## src/sv/prefix_permission_table_defines.svh

```systemverilog
// Assertion macros shared by the permission table RTL.
// Depends on nothing; the including module supplies clock and reset.
`ifndef PREFIX_PERMISSION_TABLE_DEFINES_SVH
`define PREFIX_PERMISSION_TABLE_DEFINES_SVH

// The consequent must hold in the same cycle as the antecedent.
`define PPT_ASSERT_NOW(label, pre, post) \
   label: assert property (@(posedge clock) disable iff (reset) (pre) |-> (post)) \
      else $error("permission table check failed");

// The consequent must hold in the cycle after the antecedent.
`define PPT_ASSERT_NEXT(label, pre, post) \
   label: assert property (@(posedge clock) disable iff (reset) (pre) |=> (post)) \
      else $error("permission table check failed");

`endif

```

## src/sv/ppt_pkg.sv

```systemverilog
// Types and constants of the prefix permission table.
// Used by ppt_cell, prefix_permission_table and the testbench; depends on nothing.
package ppt_pkg;

   // Request kind carried on the input tuser.
   typedef enum logic {
      REQ_INSERT = 1'b0,
      REQ_CHECK  = 1'b1
   } ppt_req_type;

   // Longest prefix that an IPv6 address has.
   localparam logic [7:0] FULL_PREFIX = 8'd128;

   // A request as it moves down the row of cells.
   typedef struct packed {
      ppt_req_type op;
      logic [63:0] addr_hi;
      logic [63:0] addr_lo;
      logic [7:0]  plen;
      logic [7:0]  perm;
      logic        granted;
      logic        rejected;
   } ppt_token_type;

endpackage

```

## src/sv/ppt_cell.sv

```systemverilog
// One table entry of the prefix permission table and its compare stage.
// Depends on ppt_pkg.
module ppt_cell #(
   parameter int INDEX = 0,
   parameter int CNT_W = 5
) (
   input  logic                  clock,
   input  logic                  reset,
   input  logic [CNT_W-1:0]      count,     // Entries in use, stable while a request is in flight.
   input  logic                  up_valid,
   input  ppt_pkg::ppt_token_type up_tok,
   output logic                  dn_valid,
   output ppt_pkg::ppt_token_type dn_tok
);

   logic                   tok_valid_ff;
   ppt_pkg::ppt_token_type tok_ff;
   ppt_pkg::ppt_token_type tok_in;
   logic [63:0]            entry_hi_ff, entry_hi_in;
   logic [63:0]            entry_lo_ff, entry_lo_in;
   logic [7:0]             entry_prefix_ff, entry_prefix_in;
   logic [7:0]             entry_perms_ff, entry_perms_in;
   logic [127:0]           net_mask;
   logic                   occupied;
   logic                   hit;
   logic                   store;

   // The leading prefix bits of the stored address, most significant first.
   always_comb begin
      for (int j = 0; j < 128; j++) begin
         net_mask[127-j] = (8'(j) < entry_prefix_ff);
      end
   end

   assign occupied = (CNT_W'(INDEX) < count);

   // A check hits when the network part agrees and a permission bit is shared.
   assign hit = up_valid && (up_tok.op == ppt_pkg::REQ_CHECK) && occupied &&
                ((({up_tok.addr_hi, up_tok.addr_lo} ^ {entry_hi_ff, entry_lo_ff}) &
                  net_mask) == 128'd0) &&
                ((entry_perms_ff & up_tok.perm) != 8'd0);

   // An insert lands in the first free entry.
   assign store = up_valid && (up_tok.op == ppt_pkg::REQ_INSERT) && !up_tok.rejected &&
                  (count == CNT_W'(INDEX));

   always_comb begin
      entry_hi_in     = entry_hi_ff;
      entry_lo_in     = entry_lo_ff;
      entry_prefix_in = entry_prefix_ff;
      entry_perms_in  = entry_perms_ff;
      if (store) begin
         entry_hi_in     = up_tok.addr_hi;
         entry_lo_in     = up_tok.addr_lo;
         entry_prefix_in = up_tok.plen;
         entry_perms_in  = up_tok.perm;
      end
   end

   // The transaction moves on to the next cell with the hit folded in.
   always_comb begin
      tok_in         = up_tok;
      tok_in.granted = up_tok.granted | hit;
   end

   always_ff @(posedge clock) begin
      if (reset) begin
         tok_valid_ff <= 1'b0;
      end else begin
         tok_valid_ff <= up_valid;
      end
   end

   always_ff @(posedge clock) begin
      tok_ff          <= tok_in;
      entry_hi_ff     <= entry_hi_in;
      entry_lo_ff     <= entry_lo_in;
      entry_prefix_ff <= entry_prefix_in;
      entry_perms_ff  <= entry_perms_in;
   end

   assign dn_valid = tok_valid_ff;
   assign dn_tok   = tok_ff;

endmodule

```

## config.mk

```make
export PLATFORM = sky130hd
export DESIGN_NAME = ppt_cell
export DESIGN_NICKNAME = d
export VERILOG_FILES = /design/src/sv/prefix_permission_table_defines.svh /design/src/sv/ppt_pkg.sv /design/src/sv/ppt_cell.sv
export SDC_FILE = /design/constraint.sdc
export NUM_CORES = 1
export LEC_CHECK = 0
export BUFFER_PORTS_ARGS = -buffer_cell sky130_fd_sc_hd__buf_2
export CORE_ASPECT_RATIO = 0.5
export CORE_MARGIN = 8
export CORE_UTILIZATION = 54
export DETAILED_ROUTE_END_ITERATION = 8
export PLACE_DENSITY = 0.81
export SLEW_MARGIN = 10
export SYNTH_ARGS = -nofsm -noshare
export SYNTH_HDL_FRONTEND = slang
export SYNTH_SLANG_ARGS = --single-unit
```

## constraint.sdc

```tcl
create_clock -name clock -period 62 [get_ports clock]
set_clock_uncertainty 0.05 [all_clocks]
set_input_delay 18.6 -clock clock [delete_from_list [all_inputs] [get_ports clock]]
set_output_delay 18.6 -clock clock [all_outputs]
set_load 0.02 [all_outputs]
```

Yosys cells after proc, flatten, opt, wreduce, memory -nomap -nowiden:

Index checks and enable logic that the tools add are counted.

* bits of input ports: 155
* output and inout bits: 148
* flip-flop bits (word level): 292
* word-level logic and storage cells: 157

* order comparisons: 129
* bitwise gates (word level): 5
* reduce and logical (&&, ||, !) cells: 11

Operator list (number)
* $lt 7x8->1 const A: 64
* $lt 6x8->1 const A: 32
* $and 128x128->128: 1
* $logic_not 128->1: 1
* $lt 5x8->1 const A: 16
* $xor 128x128->128: 1
* $lt 4x8->1 const A: 8
* $lt 3x8->1 const A: 4
* $lt 1x8->1 const A: 2
* $lt 2x8->1 const A: 2
* $and 8x8->8: 1
* $reduce_bool 8->1: 1
* $logic_and 1x1->1: 7
* $logic_not 5->1: 1
* $lt 1x5->1 const A: 1
* $logic_not 1->1: 1
* $not 1->1: 1
* $or 1x1->1: 1

Depth between registers and ports, before layout:

* depth after elaboration: 6
* depth in mapped cells: 9

Worst setup path before layout:

OpenSTA, ideal clock, no wires.

* kind: in2reg
* from: input port count[1]
* to: register entry_hi_ff[0] (enable)
* path buffers: 0
* stages: 3
* setup slack: 27417 ps
* setup time: 1048 ps
* required time: 60902 ps
* arrival time: 33486 ps
* cells stage by stage: nor3_1 nand2_1 nor4b_1

* word-level cells in the longest chain between the ends: 2

RTL lines
* from (decl): line ppt_cell.sv:9 `input logic [CNT_W-1:0] count,`
* $logic_not 5->1: line ppt_cell.sv:45 `(count == CNT_W'(INDEX));`
* $logic_and 1x1->1: line ppt_cell.sv:44 `assign store = up_valid && (up_tok.op == ppt_pkg::REQ_INSERT) && !up_tok.rejected &&`
* via store: line ppt_cell.sv:26 `logic store;`
* to (signal assigned): line ppt_cell.sv:76 `entry_hi_ff <= entry_hi_in;`
* to (decl): line ppt_cell.sv:19 `logic [63:0] entry_hi_ff, entry_hi_in;`

The timed path passes the listed nets, and every way through them passes these cells.
A chain may end at the register's enable or synchronous reset.

Final worst setup path:

* from: input port count[1]
* to: register entry_hi_ff[39] (enable)

Same word-level chain as after synthesis.

==> impl_metrics.tcl <==
set metrics [dict create \
    swShare 0.220 \
    intPower_uw 304 \
    synthFlopType "dfxtp_1" \
    drive_gt1_frac 0.341 \
    worst_ir_drop_vdd_mv 0.0218 \
    worstSkewPairLatency_ps 530 \
    grt_pass1_vias 6848 \
    die_height_um 112 \
    setup_tns_ps 0 \
    post-route-period-util 0.335 \
    hold_viol 0 \
    drc 0 \
    slew_headroom 0.201 \
    gp_congestion 0.827 \
    synth-seq-cells 292 \
    cts_setup_buffers 0 \
    ctsResizeCount 0 \
    avgSynthCellArea_um2 14.4 \
    worstPathArrival_ps 20880 \
    cts_tree "yes" \
    post-synth-top-count-cell "dfxtp_1" \
    yosys.area.top_type_share 0.435 \
    hp-class "reg -> reg" \
    clockPowerShare 0.393 \
    ys_top_cells_by_count "dfxtp_1 (148), edfxtp_1 (144), xor2_1 (78), o21ai_0 (68), xnor2_1 (50)" \
    synth_area_leaders "edfxtp_1 (44%), dfxtp_1 (30%), xor2_1 (6.9%)" \
    switching_power_uw 85.8 \
    power_leakage_nw 4.96 \
    worst_pin_slew_ps 1190 \
    cp_max_fo 77 \
    cts_hold_buffers 0 \
    cts_buffers 24 \
    fp-row-count 35 \
    crit_type "in -> reg" \
    drtAntennaViolNets 0 \
    cap_violations 0 \
    synth_edf_count 144 \
    max_freq_ghz 0.0481 \
    status "completed" \
    clkSlewWorstSetupHoldPaths_ps 70 \
    synth_cells 690 \
    end_kind "register" \
    coreArea_mm2 0.0182 \
    htreeDepth 1 \
    cts_sinks 292 \
    root_buffer "clkbuf_16" \
    slew_violations 0 \
    period_needed_ps 20780 \
    rsz0062_at_grt "false" \
    io_pins 303 \
    yosys_warnings 0 \
    vias 6734 \
    grt_usage 0.214 \
    num-nets-final 1153 \
    start_util 0.545 \
    synth_nets 845 \
    synthArstFlopShare 0 \
    cp-start-kind "input pin" \
    grt_overflow_total 0 \
    ys_types 54 \
    drt_iter0_markers 634 \
    yosysTopAreaCell "edfxtp_1" \
    port_buffers 302 \
    place_hpwl_um 19100 \
    cp_data_required_time_ps 62100 \
    comb_power_share 0.071 \
    grt_pass1_wl_um 39300 \
    dieArea_mm2 0.0232 \
    wl_um 26000 \
    syn_to_final_growth_pct 25.6 \
    grt_max_degree 78 \
    hold_slack_ps 863 \
    syn-cell-area_mm2 0.00993 \
    ys_seq_area_frac 0.734 \
    first_pass_iters 5 \
    vias_per_cell 5.36 \
    post_drt_wl_per_cell_um 20.7 \
    p_per_area_mw_per_mm2 31.3 \
    cts_max_path_buffers 3 \
    die_w_um 208 \
    antenna_found_initial 1 \
    p_seq_frac 0.536 \
    finalSetupViolCount 0 \
]
[metal layers]
layer  share of wire  vias up  routed length (um)  global-route usage
met5               0        -                   0                   0
met4           0.017        0                 447              0.0503
met3           0.093       47                2420              0.0679
met2            0.48      339               12500               0.352
met1            0.41     3206               10700               0.276
li1                -     3142                   -                   -
[registers in the layout (all words and copies together) (netlist names)]
register and cells:
dn_tok 147, entry_hi_ff 64, entry_lo_ff 64, entry_perms_ff 8, entry_prefix_ff 8, dn_valid 1
[layout make-up]
class | instances | area (um^2)
Timing Repair Buffer | 305 | 1530
Fill cell | 1293 | 5750
Multi-Input combinational cell | 373 | 2540
Inverter | 2 | 7.51
Antenna cell | 1 | 2.50
Clock inverter | 6 | 61.3
Tap cell | 240 | 300
Clock buffer | 38 | 736
Sequential cell | 292 | 7290
[placed cells by master, fill, tap and decap left out, types with 4 or more instances in the layout]
master       n
a21oi_1     49
a22oi_1      5
buf_2      302
clkbuf_1     8
clkbuf_16   26
clkbuf_8     4
dfxtp_1    148
edfxtp_1   144
nand2_1     15
nand3_1      7
nand4_1     10
nor2_1      11
nor3_1      11
nor4_1      11
o21ai_0     68
xnor2_1     50
xor2_1      78
[critical path, stage by stage]
cell and delay, ps:
buf_2 90, nor3_1 170, nand2_1 100, nor4b_2 220, buf_4 800, buf_4 810
[stage by stage]
stage                util  std cells  setup slack (ps)  power (mW)  cell area (um^2)
floorplan               -        690             27420       0.226              9930
CTS                 0.684       1256             41270       0.393             12500
global placement    0.640       1212             40760       0.240             11700
detailed placement  0.640       1212             40700       0.241             11700
finish              0.684       1257             41220       0.390             12500
global route        0.684       1257             41070       0.402             12500
[power by group through the flow]
stage	clock [mW]	combinational, mW	sequential [mW]
3_3_place_gp	0	0.0272	0.213
5_1_grt	0.163	0.0296	0.209
2_1_floorplan	0	0.00571	0.220
3_5_place_dp	0	0.0277	0.213
4_1_cts	0.157	0.0278	0.209
6_report	0.153	0.0275	0.209
[kinds of logic after synthesis]
kind of cell / synth area share
compound gates: 0.0907
xor+xnor: 0.113
flops: 0.734
simple gates: 0.0514
buf+inv: 0.0111
[worst paths after layout]
path / startpoint / end / slack [ps] / cells past startpoint
max reg2reg: entry_prefix_ff[7] / dn_tok[1] / 58720 / 7
min: entry_lo_ff[58] / dn_tok[1] / 860 / 5
max: count[1] / entry_hi_ff[39] / 41220 / 6
min reg2reg: entry_lo_ff[58] / dn_tok[1] / 860 / 5
No activity file was read; power rests on OpenSTA's default activity.
